### src/wmv_pkg.sv
// wmv_pkg: shared types and constants for the windowed mean/variance block
// register codes, configuration struct, shared unit modes and status codes
// no dependencies
package wmv_pkg;

	typedef struct packed {
		logic [6:0]  window_len;
		logic [31:0] max_iter;
		logic [19:0] precision_target;
		logic [23:0] t_quantile;
	} cfg_t;

	localparam logic [1:0] REG_WINDOW_LEN = 2'd0;
	localparam logic [1:0] REG_MAX_ITER   = 2'd1;
	localparam logic [1:0] REG_PRECISION  = 2'd2;
	localparam logic [1:0] REG_T_QUANTILE = 2'd3;

	localparam logic [6:0]  RST_WINDOW_LEN = 7'd8;
	localparam logic [31:0] RST_MAX_ITER   = 32'd1000;
	localparam logic [19:0] RST_PRECISION  = 20'd3277;
	localparam logic [23:0] RST_T_QUANTILE = 24'd154000;

	localparam logic [1:0] MD_MUL  = 2'd0;
	localparam logic [1:0] MD_DIV  = 2'd1;
	localparam logic [1:0] MD_SQRT = 2'd2;

	localparam logic [1:0] STAT_IDLE  = 2'd0;
	localparam logic [1:0] STAT_CONT  = 2'd1;
	localparam logic [1:0] STAT_DONE  = 2'd2;
	localparam logic [1:0] STAT_MAXIT = 2'd3;

	localparam logic [19:0] REL_ONE = 20'h10000;
	localparam logic [19:0] REL_MAX = 20'hFFFFF;

endpackage

### src/wmv_in_if.sv
// wmv_in_if: request channel carrying one sample or clear command
// valid/ready handshake, no dependencies
interface wmv_in_if;
	logic        valid;
	logic        ready;
	logic        operation;
	logic [23:0] sample_ticks;

	modport source (output valid, output operation, output sample_ticks, input ready);
	modport sink (input valid, input operation, input sample_ticks, output ready);
endinterface

### src/wmv_out_if.sv
// wmv_out_if: result channel with window statistics and stop status
// valid/ready handshake, no dependencies
interface wmv_out_if;
	logic        valid;
	logic        ready;
	logic [1:0]  status;
	logic [39:0] mean_value;
	logic [55:0] variance_value;
	logic [39:0] half_width;
	logic [19:0] rel_precision;

	modport source (output valid, output status, output mean_value, output variance_value,
		output half_width, output rel_precision, input ready);
	modport sink (input valid, input status, input mean_value, input variance_value,
		input half_width, input rel_precision, output ready);
endinterface

### src/wmv_ram.sv
// wmv_ram: generic single write port, single read port ram with registered read
// no dependencies
module wmv_ram #(
	parameter int WIDTH = 24,
	parameter int DEPTH = 64
) (
	input  logic                     clk,
	input  logic                     we,
	input  logic [$clog2(DEPTH)-1:0] waddr,
	input  logic [WIDTH-1:0]         wdata,
	input  logic [$clog2(DEPTH)-1:0] raddr,
	output logic [WIDTH-1:0]         rdata
);
	logic [WIDTH-1:0] mem_q [DEPTH];

	always_ff @(posedge clk) begin
		if (we) begin
			mem_q[waddr] <= wdata;
		end
		rdata <= mem_q[raddr];
	end
endmodule

### src/wmv_cfg.sv
// wmv_cfg: apb-style configuration registers
// depends on wmv_pkg
module wmv_cfg (
	input  logic          clk,
	input  logic          arst_n,
	input  logic          psel,
	input  logic          penable,
	input  logic          pwrite,
	input  logic [3:0]    paddr,
	input  logic [31:0]   pwdata,
	output logic [31:0]   prdata,
	output logic          pready,
	output wmv_pkg::cfg_t cfg,
	output logic          len_wr
);
	logic       wr;
	logic [1:0] idx;

	assign wr     = psel && penable && pwrite;
	assign idx    = paddr[3:2];
	assign pready = 1'b1;
	assign len_wr = wr && (idx == wmv_pkg::REG_WINDOW_LEN);

	always_ff @(posedge clk or negedge arst_n) begin
		if (!arst_n) begin
			cfg.window_len       <= wmv_pkg::RST_WINDOW_LEN;
			cfg.max_iter         <= wmv_pkg::RST_MAX_ITER;
			cfg.precision_target <= wmv_pkg::RST_PRECISION;
			cfg.t_quantile       <= wmv_pkg::RST_T_QUANTILE;
		end else if (wr) begin
			unique case (idx)
				wmv_pkg::REG_WINDOW_LEN: cfg.window_len       <= pwdata[6:0];
				wmv_pkg::REG_MAX_ITER:   cfg.max_iter         <= pwdata;
				wmv_pkg::REG_PRECISION:  cfg.precision_target <= pwdata[19:0];
				default:                 cfg.t_quantile       <= pwdata[23:0];
			endcase
		end
	end

	always_comb begin
		unique case (idx)
			wmv_pkg::REG_WINDOW_LEN: prdata = {25'd0, cfg.window_len};
			wmv_pkg::REG_MAX_ITER:   prdata = cfg.max_iter;
			wmv_pkg::REG_PRECISION:  prdata = {12'd0, cfg.precision_target};
			default:                 prdata = {8'd0, cfg.t_quantile};
		endcase
	end
endmodule

### src/wmv_alu.sv
// wmv_alu: one step of the shared add/subtract unit
// shift-add multiply, restoring divide and bitwise square root steps
// depends on wmv_pkg
module wmv_alu #(
	parameter int W = 76
) (
	input  logic [1:0]   mode,
	input  logic [W-1:0] acc,
	input  logic [W-1:0] opa,
	input  logic [W-1:0] opb,
	output logic [W-1:0] acc_nxt,
	output logic [W-1:0] opa_nxt,
	output logic [W-1:0] opb_nxt
);
	logic [W-1:0] ua;
	logic [W-1:0] ub;
	logic         sub;
	logic [W:0]   sum;
	logic [W-1:0] rs;
	logic         ge;

	assign rs  = {acc[W-2:0], opa[W-1]};
	assign sum = {1'b0, ua} + {1'b0, (sub ? ~ub : ub)} + (W+1)'(sub);
	assign ge  = sum[W];

	always_comb begin
		unique case (mode)
			wmv_pkg::MD_MUL: begin
				ua      = acc;
				ub      = opa;
				sub     = 1'b0;
				acc_nxt = opb[0] ? sum[W-1:0] : acc;
				opa_nxt = opa << 1;
				opb_nxt = opb >> 1;
			end
			wmv_pkg::MD_DIV: begin
				ua      = rs;
				ub      = opb;
				sub     = 1'b1;
				acc_nxt = ge ? sum[W-1:0] : rs;
				opa_nxt = {opa[W-2:0], ge};
				opb_nxt = opb;
			end
			default: begin
				ua      = acc;
				ub      = opa | opb;
				sub     = 1'b1;
				acc_nxt = ge ? sum[W-1:0] : acc;
				opa_nxt = ge ? ((opa >> 1) | opb) : (opa >> 1);
				opb_nxt = opb >> 2;
			end
		endcase
	end
endmodule

### src/windowed_mean_variance_stop.sv
// windowed_mean_variance_stop: sliding window mean, variance and stop decision
// depends on wmv_pkg, wmv_in_if, wmv_out_if, wmv_ram, wmv_cfg, wmv_alu
//
//   channel   | dir | handshake          | payload
//   samples   | in  | valid/ready        | operation, sample_ticks
//   results   | out | valid/ready        | status, mean, variance, half width, precision
//   apb       | in  | psel/penable/pready| window_len, max_iter, precision_target, t_quantile
//
// a sample is worked through eleven phases by the bit-serial steps of the single shared
// add/subtract unit; the last phase, the precision divide, is skipped when the window sum is zero;
// no new request is taken until the result has moved to the output register
// a clear request skips the unit and goes straight to the output register
// reset is asynchronous; ring slots not yet written since a clear read as zero, no sweep
// a finished result waits in the output register while the next request is taken
module windowed_mean_variance_stop #(
	parameter int WINDOW_MAX  = 64,
	parameter int SAMPLE_BITS = 24
) (
	input  logic        clk,
	input  logic        arst_n,
	wmv_in_if.sink      samples,
	wmv_out_if.source   results,
	input  logic        psel,
	input  logic        penable,
	input  logic        pwrite,
	input  logic [3:0]  paddr,
	input  logic [31:0] pwdata,
	output logic [31:0] prdata,
	output logic        pready
);
	localparam int SB     = SAMPLE_BITS;
	localparam int AW     = $clog2(WINDOW_MAX);
	localparam int LB     = $clog2(WINDOW_MAX + 1);
	localparam int S1W    = SB + AW;
	localparam int S2W    = 2 * SB + AW;
	localparam int DW     = 2 * SB + 2 * AW;
	localparam int W      = (DW + 16 > 72) ? DW + 16 : 72;
	localparam int CW     = $clog2(W + 1);
	localparam int N_MEAN = S1W + 16;
	localparam int N_VAR  = DW + 8;
	localparam int N_HWD  = DW + 16;
	localparam int N_REL  = 48 + LB;

	localparam logic [2:0] ST_IDLE = 3'd0;
	localparam logic [2:0] ST_RD   = 3'd1;
	localparam logic [2:0] ST_WR   = 3'd2;
	localparam logic [2:0] ST_LD   = 3'd3;
	localparam logic [2:0] ST_RUN  = 3'd4;
	localparam logic [2:0] ST_FIN  = 3'd5;
	localparam logic [2:0] ST_STAT = 3'd6;
	localparam logic [2:0] ST_OUT  = 3'd7;

	localparam logic [3:0] PH_SQX  = 4'd0;
	localparam logic [3:0] PH_SQO  = 4'd1;
	localparam logic [3:0] PH_LS2  = 4'd2;
	localparam logic [3:0] PH_S1S  = 4'd3;
	localparam logic [3:0] PH_MEAN = 4'd4;
	localparam logic [3:0] PH_VAR  = 4'd5;
	localparam logic [3:0] PH_HWD  = 4'd6;
	localparam logic [3:0] PH_SQRT = 4'd7;
	localparam logic [3:0] PH_TQ   = 4'd8;
	localparam logic [3:0] PH_HL   = 4'd9;
	localparam logic [3:0] PH_REL  = 4'd10;

	wmv_pkg::cfg_t cfg;
	logic          len_wr;

	logic [2:0]      state_q;
	logic [3:0]      ph_q;
	logic [1:0]      mode_q;
	logic [CW-1:0]   cnt_q;
	logic [W-1:0]    acc_q, opa_q, opb_q;
	logic [W-1:0]    acc_nxt, opa_nxt, opb_nxt;

	logic [AW-1:0]   wpos_q;
	logic [31:0]     count_q;
	logic [S1W-1:0]  sum_q;
	logic [S2W-1:0]  sq_q;

	logic [SB-1:0]   x_q, old_q;
	logic [2*SB-1:0] px_q;
	logic [2*LB-1:0] llm_q;
	logic [3*LB-1:0] lll_q;
	logic [DW-1:0]   d_q;
	logic [63:0]     tmp_q;

	logic [1:0]      st_r_q;
	logic [39:0]     mean_r_q;
	logic [55:0]     var_r_q;
	logic [39:0]     hw_r_q;
	logic [19:0]     rel_r_q;

	logic            ovalid_q;
	logic [1:0]      ost_q;
	logic [39:0]     omean_q;
	logic [55:0]     ovar_q;
	logic [39:0]     ohw_q;
	logic [19:0]     orel_q;

	logic [LB-1:0]   len;
	logic [AW-1:0]   rd_addr;
	logic [AW:0]     wpos_inc;
	logic [SB-1:0]   ring_rdata;
	logic [SB-1:0]   old_w;
	logic            ring_we;
	logic [DW-1:0]   sq_b;

	wmv_cfg u_cfg (
		.clk     (clk),
		.arst_n  (arst_n),
		.psel    (psel),
		.penable (penable),
		.pwrite  (pwrite),
		.paddr   (paddr),
		.pwdata  (pwdata),
		.prdata  (prdata),
		.pready  (pready),
		.cfg     (cfg),
		.len_wr  (len_wr)
	);

	wmv_ram #(.WIDTH(SB), .DEPTH(WINDOW_MAX)) u_ring (
		.clk   (clk),
		.we    (ring_we),
		.waddr (wpos_q),
		.wdata (x_q),
		.raddr (rd_addr),
		.rdata (ring_rdata)
	);

	wmv_alu #(.W(W)) u_alu (
		.mode    (mode_q),
		.acc     (acc_q),
		.opa     (opa_q),
		.opb     (opb_q),
		.acc_nxt (acc_nxt),
		.opa_nxt (opa_nxt),
		.opb_nxt (opb_nxt)
	);

	always_comb begin
		if (cfg.window_len < 7'd2) begin
			len = LB'(2);
		end else if (32'(cfg.window_len) > 32'(WINDOW_MAX)) begin
			len = LB'(WINDOW_MAX);
		end else begin
			len = LB'(cfg.window_len);
		end
	end

	assign rd_addr  = (32'(wpos_q) >= 32'(len)) ? '0 : wpos_q;
	assign wpos_inc = {1'b0, wpos_q} + 1'b1;
	assign old_w    = (count_q >= 32'(len)) ? ring_rdata : '0;
	assign ring_we  = (state_q == ST_WR);
	assign sq_b     = acc_q[DW-1:0];

	assign samples.ready          = (state_q == ST_IDLE);
	assign results.valid          = ovalid_q;
	assign results.status         = ost_q;
	assign results.mean_value     = omean_q;
	assign results.variance_value = ovar_q;
	assign results.half_width     = ohw_q;
	assign results.rel_precision  = orel_q;

	// sequencer and window state
	always_ff @(posedge clk or negedge arst_n) begin
		if (!arst_n) begin
			state_q  <= ST_IDLE;
			ph_q     <= PH_SQX;
			wpos_q   <= '0;
			count_q  <= '0;
			sum_q    <= '0;
			sq_q     <= '0;
			ovalid_q <= 1'b0;
		end else begin
			if (results.valid && results.ready) begin
				ovalid_q <= 1'b0;
			end
			if (len_wr) begin
				wpos_q  <= '0;
				count_q <= '0;
				sum_q   <= '0;
				sq_q    <= '0;
			end
			unique case (state_q)
				ST_IDLE: begin
					if (samples.valid) begin
						if (samples.operation) begin
							wpos_q   <= '0;
							count_q  <= '0;
							sum_q    <= '0;
							sq_q     <= '0;
							st_r_q   <= wmv_pkg::STAT_IDLE;
							mean_r_q <= '0;
							var_r_q  <= '0;
							hw_r_q   <= '0;
							rel_r_q  <= wmv_pkg::REL_ONE;
							state_q  <= ST_OUT;
						end else begin
							x_q     <= SB'(samples.sample_ticks);
							state_q <= ST_RD;
						end
					end
				end
				ST_RD: begin
					wpos_q  <= rd_addr;
					llm_q   <= (2*LB)'(len) * (2*LB)'(len - 1'b1);
					state_q <= ST_WR;
				end
				ST_WR: begin
					old_q   <= old_w;
					sum_q   <= sum_q - S1W'(old_w) + S1W'(x_q);
					wpos_q  <= (32'(wpos_inc) >= 32'(len)) ? '0 : wpos_inc[AW-1:0];
					count_q <= (count_q == 32'hFFFF_FFFF) ? count_q : count_q + 32'd1;
					lll_q   <= (3*LB)'(len) * (3*LB)'(llm_q);
					ph_q    <= PH_SQX;
					state_q <= ST_LD;
				end
				ST_LD: begin
					acc_q   <= '0;
					state_q <= ST_RUN;
					unique case (ph_q)
						PH_SQX: begin
							mode_q <= wmv_pkg::MD_MUL;
							opa_q  <= W'(x_q);
							opb_q  <= W'(x_q);
							cnt_q  <= CW'(SB);
						end
						PH_SQO: begin
							mode_q <= wmv_pkg::MD_MUL;
							opa_q  <= W'(old_q);
							opb_q  <= W'(old_q);
							cnt_q  <= CW'(SB);
						end
						PH_LS2: begin
							mode_q <= wmv_pkg::MD_MUL;
							opa_q  <= W'(sq_q);
							opb_q  <= W'(len);
							cnt_q  <= CW'(LB);
						end
						PH_S1S: begin
							mode_q <= wmv_pkg::MD_MUL;
							opa_q  <= W'(sum_q);
							opb_q  <= W'(sum_q);
							cnt_q  <= CW'(S1W);
						end
						PH_MEAN: begin
							mode_q <= wmv_pkg::MD_DIV;
							opa_q  <= W'({sum_q, 16'd0}) << (W - N_MEAN);
							opb_q  <= W'(len);
							cnt_q  <= CW'(N_MEAN);
						end
						PH_VAR: begin
							mode_q <= wmv_pkg::MD_DIV;
							opa_q  <= W'({d_q, 8'd0}) << (W - N_VAR);
							opb_q  <= W'(llm_q);
							cnt_q  <= CW'(N_VAR);
						end
						PH_HWD: begin
							mode_q <= wmv_pkg::MD_DIV;
							opa_q  <= W'({d_q, 16'd0}) << (W - N_HWD);
							opb_q  <= W'(lll_q);
							cnt_q  <= CW'(N_HWD);
						end
						PH_SQRT: begin
							mode_q <= wmv_pkg::MD_SQRT;
							acc_q  <= W'(tmp_q);
							opa_q  <= '0;
							opb_q  <= W'(1) << 62;
							cnt_q  <= CW'(32);
						end
						PH_TQ: begin
							mode_q <= wmv_pkg::MD_MUL;
							opa_q  <= W'(tmp_q[31:0]);
							opb_q  <= W'(cfg.t_quantile);
							cnt_q  <= CW'(24);
						end
						PH_HL: begin
							mode_q <= wmv_pkg::MD_MUL;
							opa_q  <= W'(hw_r_q);
							opb_q  <= W'(len);
							cnt_q  <= CW'(LB);
						end
						default: begin
							mode_q <= wmv_pkg::MD_DIV;
							opa_q  <= W'({tmp_q[40+LB-1:0], 8'd0}) << (W - N_REL);
							opb_q  <= W'(sum_q);
							cnt_q  <= CW'(N_REL);
						end
					endcase
				end
				ST_RUN: begin
					acc_q <= acc_nxt;
					opa_q <= opa_nxt;
					opb_q <= opb_nxt;
					cnt_q <= cnt_q - 1'b1;
					if (cnt_q == CW'(1)) begin
						state_q <= ST_FIN;
					end
				end
				ST_FIN: begin
					state_q <= ST_LD;
					unique case (ph_q)
						PH_SQX: begin
							px_q <= acc_q[2*SB-1:0];
							ph_q <= PH_SQO;
						end
						PH_SQO: begin
							sq_q <= sq_q - S2W'(acc_q[2*SB-1:0]) + S2W'(px_q);
							ph_q <= PH_LS2;
						end
						PH_LS2: begin
							d_q  <= acc_q[DW-1:0];
							ph_q <= PH_S1S;
						end
						PH_S1S: begin
							d_q  <= (d_q > sq_b) ? d_q - sq_b : '0;
							ph_q <= PH_MEAN;
						end
						PH_MEAN: begin
							mean_r_q <= (|opa_q[W-1:40]) ? '1 : opa_q[39:0];
							ph_q     <= PH_VAR;
						end
						PH_VAR: begin
							var_r_q <= (|opa_q[W-1:56]) ? '1 : opa_q[55:0];
							ph_q    <= PH_HWD;
						end
						PH_HWD: begin
							tmp_q <= (|opa_q[W-1:64]) ? '1 : opa_q[63:0];
							ph_q  <= PH_SQRT;
						end
						PH_SQRT: begin
							tmp_q <= 64'(opa_q[31:0]);
							ph_q  <= PH_TQ;
						end
						PH_TQ: begin
							hw_r_q <= acc_q[55:16];
							ph_q   <= PH_HL;
						end
						PH_HL: begin
							tmp_q <= 64'(acc_q[40+LB-1:0]);
							if (sum_q == '0) begin
								rel_r_q <= wmv_pkg::REL_MAX;
								state_q <= ST_STAT;
							end else begin
								ph_q <= PH_REL;
							end
						end
						default: begin
							rel_r_q <= (|opa_q[W-1:20]) ? wmv_pkg::REL_MAX : opa_q[19:0];
							state_q <= ST_STAT;
						end
					endcase
				end
				ST_STAT: begin
					if (count_q < 32'(len)) begin
						st_r_q <= wmv_pkg::STAT_CONT;
					end else if (rel_r_q <= cfg.precision_target) begin
						st_r_q <= wmv_pkg::STAT_DONE;
					end else if (count_q >= cfg.max_iter) begin
						st_r_q <= wmv_pkg::STAT_MAXIT;
					end else begin
						st_r_q <= wmv_pkg::STAT_CONT;
					end
					state_q <= ST_OUT;
				end
				default: begin
					if (!ovalid_q || results.ready) begin
						ovalid_q <= 1'b1;
						ost_q    <= st_r_q;
						omean_q  <= mean_r_q;
						ovar_q   <= var_r_q;
						ohw_q    <= hw_r_q;
						orel_q   <= rel_r_q;
						state_q  <= ST_IDLE;
					end
				end
			endcase
		end
	end
endmodule

### src/flat_wrapper.sv
// flat-port wrapper written by rule: the top's interface ports become plain ports
module windowed_mean_variance_stop_flat 
#(
	parameter int WINDOW_MAX  = 64,
	parameter int SAMPLE_BITS = 24
)
  (clk, arst_n, psel, penable, pwrite, paddr, pwdata, prdata, pready, samples_valid, samples_operation, samples_sample_ticks, samples_ready, results_valid, results_status, results_mean_value, results_variance_value, results_half_width, results_rel_precision, results_ready);
  wmv_in_if samples_i ();
  wmv_out_if results_i ();
  input  logic clk;
  input  logic arst_n;
  input  logic psel;
  input  logic penable;
  input  logic pwrite;
  input  logic [3:0] paddr;
  input  logic [31:0] pwdata;
  output logic [31:0] prdata;
  output logic pready;
  input wire logic [$bits(samples_i.valid)-1:0] samples_valid;
  input wire logic [$bits(samples_i.operation)-1:0] samples_operation;
  input wire logic [$bits(samples_i.sample_ticks)-1:0] samples_sample_ticks;
  output wire logic [$bits(samples_i.ready)-1:0] samples_ready;
  output wire logic [$bits(results_i.valid)-1:0] results_valid;
  output wire logic [$bits(results_i.status)-1:0] results_status;
  output wire logic [$bits(results_i.mean_value)-1:0] results_mean_value;
  output wire logic [$bits(results_i.variance_value)-1:0] results_variance_value;
  output wire logic [$bits(results_i.half_width)-1:0] results_half_width;
  output wire logic [$bits(results_i.rel_precision)-1:0] results_rel_precision;
  input wire logic [$bits(results_i.ready)-1:0] results_ready;
  assign samples_i.valid = samples_valid;
  assign samples_i.operation = samples_operation;
  assign samples_i.sample_ticks = samples_sample_ticks;
  assign samples_ready = samples_i.ready;
  assign results_valid = results_i.valid;
  assign results_status = results_i.status;
  assign results_mean_value = results_i.mean_value;
  assign results_variance_value = results_i.variance_value;
  assign results_half_width = results_i.half_width;
  assign results_rel_precision = results_i.rel_precision;
  assign results_i.ready = results_ready;
  windowed_mean_variance_stop #(.WINDOW_MAX(WINDOW_MAX), .SAMPLE_BITS(SAMPLE_BITS)) u_core (.clk(clk), .arst_n(arst_n), .samples(samples_i), .results(results_i), .psel(psel), .penable(penable), .pwrite(pwrite), .paddr(paddr), .pwdata(pwdata), .prdata(prdata), .pready(pready));
endmodule
### config.mk
export PLATFORM = sky130hd
export DESIGN_NAME = windowed_mean_variance_stop_flat
export DESIGN_NICKNAME = d
export VERILOG_FILES = /design/src/wmv_pkg.sv /design/src/wmv_in_if.sv /design/src/wmv_out_if.sv /design/src/wmv_ram.sv /design/src/wmv_cfg.sv /design/src/wmv_alu.sv /design/src/windowed_mean_variance_stop.sv /design/src/flat_wrapper.sv
export SDC_FILE = /design/constraint.sdc
export NUM_CORES = 2
export LEC_CHECK = 0
export BUFFER_PORTS_ARGS = -buffer_cell sky130_fd_sc_hd__buf_4
export CORE_UTILIZATION = 60
export DETAILED_ROUTE_END_ITERATION = 10
export PLACE_DENSITY = 0.81
export SYNTH_ARGS = -nofsm -noshare
export SYNTH_HDL_FRONTEND = slang
export SYNTH_HIERARCHICAL = 1
export SYNTH_SLANG_ARGS = --single-unit
### constraint.sdc
create_clock -name clk -period 17 [get_ports clk]
set_input_delay 3.4 -clock clk [delete_from_list [all_inputs] [get_ports clk]]
set_output_delay 3.4 -clock clk [all_outputs]
set_load 0.1 [all_outputs]
# Word level (Yosys, flattened, before mapping)
# Memories as Yosys holds them, arrays and structs flattened. A register that Yosys moved wholly into a read port is not among the register bits.
# Index checks and enable logic that the tools add are counted.
word_totals:
  mem_bits_rw: 1536
  word_cells: 235
  register_bits: 1021
  memories: 1
memory_table:
  columns: ["name", "depth", "word_bits", "rd", "rd_ports_with_merged_regs", "wr", "line_no", "rtl"]
  rows:
  - ["u_core.u_ring.mem_q", 64, 24, 1, 1, 1, "wmv_ram.sv:14", "logic [WIDTH-1:0] mem_q [DEPTH];"]
classes:
  n_addsub: 11
  n_mul: 2
  reduce_logical: 52
  muxes: 87
  n_eq_ne: 34
  bitwise: 6
  n_lt_le_gt_ge: 9
op_table:
  columns: ["op", "count"]
  rows:
  - ["$pmux 76 s2", 7]
  - ["$pmux 76 s9", 1]
  - ["$mux 76", 6]
  - ["$pmux 63 s7", 1]
  - ["$mux 56", 4]
  - ["$mux 54", 4]
  - ["$mux 40", 5]
  - ["$pmux 64 s3", 1]
  - ["$pmux 40 s2", 2]
  - ["$mux 32", 4]
  - ["$mux 64", 2]
  - ["$pmux 60 s2", 1]
  - ["$pmux 56 s2", 1]
  - ["$pmux 54 s2", 1]
  - ["$pmux 32 s3", 1]
  - ["$mux 30", 3]
  - ["$mux 20", 4]
  - ["$pmux 20 s2", 2]
  - ["$add 76x76->77", 1]
  - ["$add 77x1->77", 1]
  - ["$not 76->76", 1]
  - ["$or 75x76->76", 1]
  - ["$or 76x76->76", 1]
  - ["$pmux 32 s2", 1]
  - ["79 further kinds", 145]

# Depth between registers and ports, before layout
logic_depth:
  depth_word: 9
  depth_mapped: 28
  mapped_depth_nobuf: 28

# By module
# The synthesis kept the hierarchy.
by_module_without_submodules:
  columns: ["mod", "instances", "area_per_inst_um2", "cells_each"]
  rows:
  - ["wmv_ram", 1, 59330.7, 2611]
  - ["windowed_mean_variance_stop", 1, 53821.6, 5029]
  - ["wmv_alu", 1, 13379.1, 2390]
  - ["wmv_cfg", 1, 3748.6, 239]

# Worst setup path before layout
# No wires, ideal clock.
synth_timing:
  path_kind: "input port to flip-flop"
  startpoint: "input arst_n"
  endpoint: "register u_core.acc_q[0] (enable)"
  arrival_time_ps: 13937
  slack_ps: 2201
  setup_ps: 862
  path_stages: 2
  cell_sequence: "clkbuf_1 -> nor2b_1"
synth_via:
  elab_chain_len: 1
synth_rtl:
  columns: ["item", "line_no", "rtl"]
  rows:
  - ["start, declared", "flat_wrapper.sv:11", "input logic arst_n;"]
  - ["$reduce_and 4->1 (no source line)", null, null]
  - ["end signal, assigned", "windowed_mean_variance_stop.sv:267", "acc_q <= W'(tmp_q);"]
  - ["end signal, assigned", "windowed_mean_variance_stop.sv:293", "acc_q <= acc_nxt;"]
  - ["end, declared", "windowed_mean_variance_stop.sv:72", "logic [W-1:0] acc_q, opa_q, opb_q;"]
# No other way between the ends.
# A chain may end at the register's enable or synchronous reset.

# Worst setup path in the final report
layout_timing:
  startpoint: "input paddr[2]"
  endpoint: "output prdata[16]"
layout_via:
  elab_chain_len: 2
layout_rtl:
  columns: ["item", "line_no", "rtl"]
  rows:
  - ["start, declared", "flat_wrapper.sv:15", "input logic [3:0] paddr;"]
  - ["$eq 2x2->1 (tied with other cells)", "wmv_cfg.sv:41", "unique case (idx)"]
  - ["$pmux 32 s3 *", "wmv_cfg.sv:41", null]
  - ["end, declared", "flat_wrapper.sv:17", "output logic [31:0] prdata;"]
# Mark *: on every way between the ends. The rest lies on a longest branch, timed or not.

==> impl_metrics.json <==
{
  "run_status": "finished, final reports clean",
  "maxSlewHeadroom_pct": 5.726,
  "synth_seq_area_share_pct": 58.46,
  "cp-start-kind": "input port",
  "clock_latency_ns": 0.97,
  "synth_edf_count": 2342,
  "end_kind": "output port",
  "p_sw_uw": 9354,
  "syn_inst": 10270,
  "syn-cell-area_sq_mm": 0.1303,
  "viasPerCell": 6.916,
  "port_buffers": 257,
  "vias": 93050,
  "skew_ns": 0.07881,
  "hold_violations": 0,
  "drtAntennaViolNets": 0,
  "synth_cell_types": 113,
  "cts_buffers": 281,
  "yosysWarnings": 6,
  "areaGrowthSynthToFinish_pct": 10.59,
  "grt_pass1_vias": 89360,
  "cp_slowest_cell": "nor2b_1",
  "fin_ws_ns": 8.132,
  "cts_hold_buf": 0,
  "finalCritPeriodShare_pct": 52.16,
  "cp.required_ns": 13.60,
  "die_y_microns": 468.0,
  "drt-pass1-iter-count": 11,
  "drt_iter0_markers": 14870,
  "peakVddDrop_v": 0.0001488,
  "io-pin-count": 261,
  "final_nets": 11020,
  "routed_wl_microns": 426600,
  "arrival_ns": 5.47,
  "internal-power_uw": 14560,
  "post_cts_buffers": 0,
  "clock-sinks": 2579,
  "max_freq_ghz": 0.1128,
  "post_drt_wl_per_cell_microns": 31.71,
  "p_sw_share_pct": 39.12,
  "drive_above_1_share_pct": 14.49,
  "worst_slew_pin_slew_ns": 1.414,
  "cts_resized": 0,
  "dpl.hpwl_microns": 276900,
  "pwr-share-seq_pct": 35.0,
  "critPathBufInv": 3,
  "critPathMaxStageDelay_ns": 0.79,
  "die_area_sq_mm": 0.2190,
  "p_total_uw": 23910,
  "cts_max_level": 5,
  "setup_viol": 0,
  "clock_path_buffers": 4,
  "leakage_uw": 0.05242,
  "ys.flop_type": "edfxtp_1",
  "num_rows": 170,
  "crit_type": "in -> out",
  "fp.dieW_microns": 468.0,
  "cts-root-buf": "clkbuf_16",
  "grt_use_total_pct": 38.73,
  "hold_path.class": "reg -> reg",
  "grt_pass1_wl_microns": 614100,
  "powerDensity_mw_per_mm2": 166.0,
  "crit_path_start": "paddr[2]",
  "r2r-start": "u_core/u_cfg/cfg[82]",
  "synth-seq-cells": 2579,
  "place.gp.congestion": 1.033,
  "drc_errors": 0,
  "path_clk_slew_ns": 0.06,
  "hold_start": "u_core/var_r_q[24]",
  "critPathMaxFanout": 29,
  "grt-ovfl-total": 0,
  "critPathTopFamily": "buffers and inverters",
  "synth_area_per_cell_sq_um": 12.69,
  "place_ws_ns": 8.164,
  "grt_max_degree": 218,
  "whs_ns": 0.4038,
  "setup_tns_ns": 0,
  "start_util_pct": 60.52,
  "synth-async-reset-ratio_pct": 8.259,
  "grt_antenna_before_repair": 30,
  "cts_tree": "yes",
  "crit_chain": "buf_4 -> nor2b_1 -> buf_4 -> a22o_1 -> buf_4",
  "cap_violations": 0,
  "clkPwrFrac_pct": 25.2,
  "finalCriticalPeriod_ns": 8.868,
  "core_sq_mm": 0.2153,
  "rsz0062_at_grt": "no",
  "p_comb_share_pct": 39.8,
  "maxSlewViolCount": 0,
  "cp_common_cell": "buf_4",
  "final_util_pct": 66.93
}
state kept, by name, indices dropped and copies added, names as in the netlist, 54 cells and up:
register,cells
u_core/results.variance_value,56
u_core/u_cfg/cfg,83
u_core/opa_q,76
u_core/opb_q,76
u_core/u_ring/mem_q,1536
u_core/var_r_q,56
u_core/acc_q,76
u_core/tmp_q,64
u_core/sq_q,54
u_core/d_q,60
logic make-up after synthesis:
| logic type | share of synthesized area (%) |
|---|---|
| xor gates and xnor gates | 1.513 |
| DFF | 58.46 |
| and+or+nand+nor | 8.602 |
| buffers and inverters | 3.936 |
| adders and majority gates | 6.064 |
| other | 0.008643 |
| AOI/OAI and AO/OA | 12.38 |
| muxes | 9.038 |
synth_stat cells (30+ instances only):
master	count	share of area [%]
mux2i_1	210	1.6
o31ai_1	44	0.25
buf_4	40	0.23
nor4_1	36	0.17
mux4_2	363	6.3
clkbuf_1	397	1.1
o211ai_1	78	0.45
edfxtp_1	2342	54
a21oi_1	608	2.3
nand4_1	72	0.35
and2_1	137	0.66
nor3_1	72	0.28
mux2_2	133	1.1
xnor2_1	130	0.87
buf_1	52	0.15
nor2b_1	67	0.32
a221oi_1	92	0.62
nand2_1	1042	3.0
buf_2	84	0.32
nor2_1	666	1.9
nand3_1	124	0.48
o21bai_1	46	0.27
a22oi_1	126	0.73
a31oi_1	116	0.56
dfrtp_1	192	3.7
ha_1	377	3.6
a222oi_1	37	0.28
a41oi_1	30	0.20
xor2_1	95	0.64
a21o_1	165	0.95
o21ai_0	441	1.7
o21a_1	66	0.38
o22ai_1	124	0.60
a22o_1	108	0.73
fa_1	159	2.4
nand2b_1	83	0.40
and3_1	41	0.20
or3_1	60	0.29
a21boi_0	90	0.52
inv_1	663	1.9
a211oi_1	55	0.32
o21ai_1	78	0.30
cell usage in the layout (no fill, tap or decap), types with 95 or more instances in the layout:
master,count
o21ai_0,441
xnor2_1,130
and2_1,137
a21oi_1,605
a31oi_1,116
dfrtp_1,192
nand3_1,123
clkbuf_16,287
fa_1,159
mux2_2,133
edfxtp_1,2342
a21o_1,165
a22o_1,108
xor2_1,95
buf_4,439
a22oi_1,126
inv_1,662
mux4_2,363
o22ai_1,124
mux2i_1,210
ha_1,377
nand2_1,1041
nor2_1,583
metal layers:
layer	routed length (microns)	share of wire, %	global-route usage (%)	vias up
met2	190700	45	58.38	7137
met4	30160	7.1	22.48	20
met1	150700	35	51.15	45630
met3	54890	13	9.926	1392
met5	142	0.033	0	-
li1	-	-	-	38870
power groups by stage:
stage / sequential [uW] / combinational, uW / clock (uW)
2_1_floorplan: 8340 / 6570 / 0
4_1_cts: 8300 / 9270 / 6060
5_1_grt: 8370 / 10200 / 6280
3_3_place_gp: 8400 / 8930 / 0
6_report: 8370 / 9510 / 6030
3_5_place_dp: 8420 / 9120 / 0
worst register-to-register path, cell delays in order (launching register included):
cell       delay, ns
dfrtp_1         0.57
buf_4           0.36
nor2b_1         0.13
inv_1           0.48
ha_1            0.37
a21oi_1         0.13
nor3b_1         0.06
nor2_1          0.29
nand4_1         0.13
nor4_1          0.72
o21ai_1         0.30
or2_2           0.58
and2_1          0.31
fa_1            0.48
inv_1           0.06
fa_1            0.48
a211oi_1        0.28
o21ai_1         0.14
a211oi_1        0.35
o31ai_1         0.21
o311ai_1        0.31
nand3_1         0.18
a2111oi_1       0.84
a21oi_1         0.20
xnor2_1         0.17
o21ai_1         0.07
metrics by stage:
step,area (sq um),std cells
floorplan,130300,10270
global placement,135200,12970
detailed placement,135200,12970
CTS,144000,13440
global route,144100,13450
finish,144100,13460
area by class of cell:
class | instances | area [sq um]
sequential | 2579 | 76160
fill | 14710 | 71180
multi-input combinational | 6434 | 49570
clock buffer | 354 | 7523
tap | 2838 | 3551
timing repair buffer | 451 | 3470
inverter | 670 | 2516
clock inverter | 120 | 1260
antenna | 9 | 22.52
worst paths after layout:
kind                                                      to  slack (ns)  cells past startpoint
hold / removal             u_core/results.variance_value[24]        0.40                      0
hold reg to reg            u_core/results.variance_value[24]        0.40                      0
setup reg to reg                            u_core/sum_q[28]        8.65                     25
setup / recovery                                  prdata[16]        8.13                      5
max in group asynchronous                  u_core/count_q[9]       12.92                      2
min in group asynchronous                 u_core/count_q[20]        2.46                      1
(Power assumes the default switching activity.)
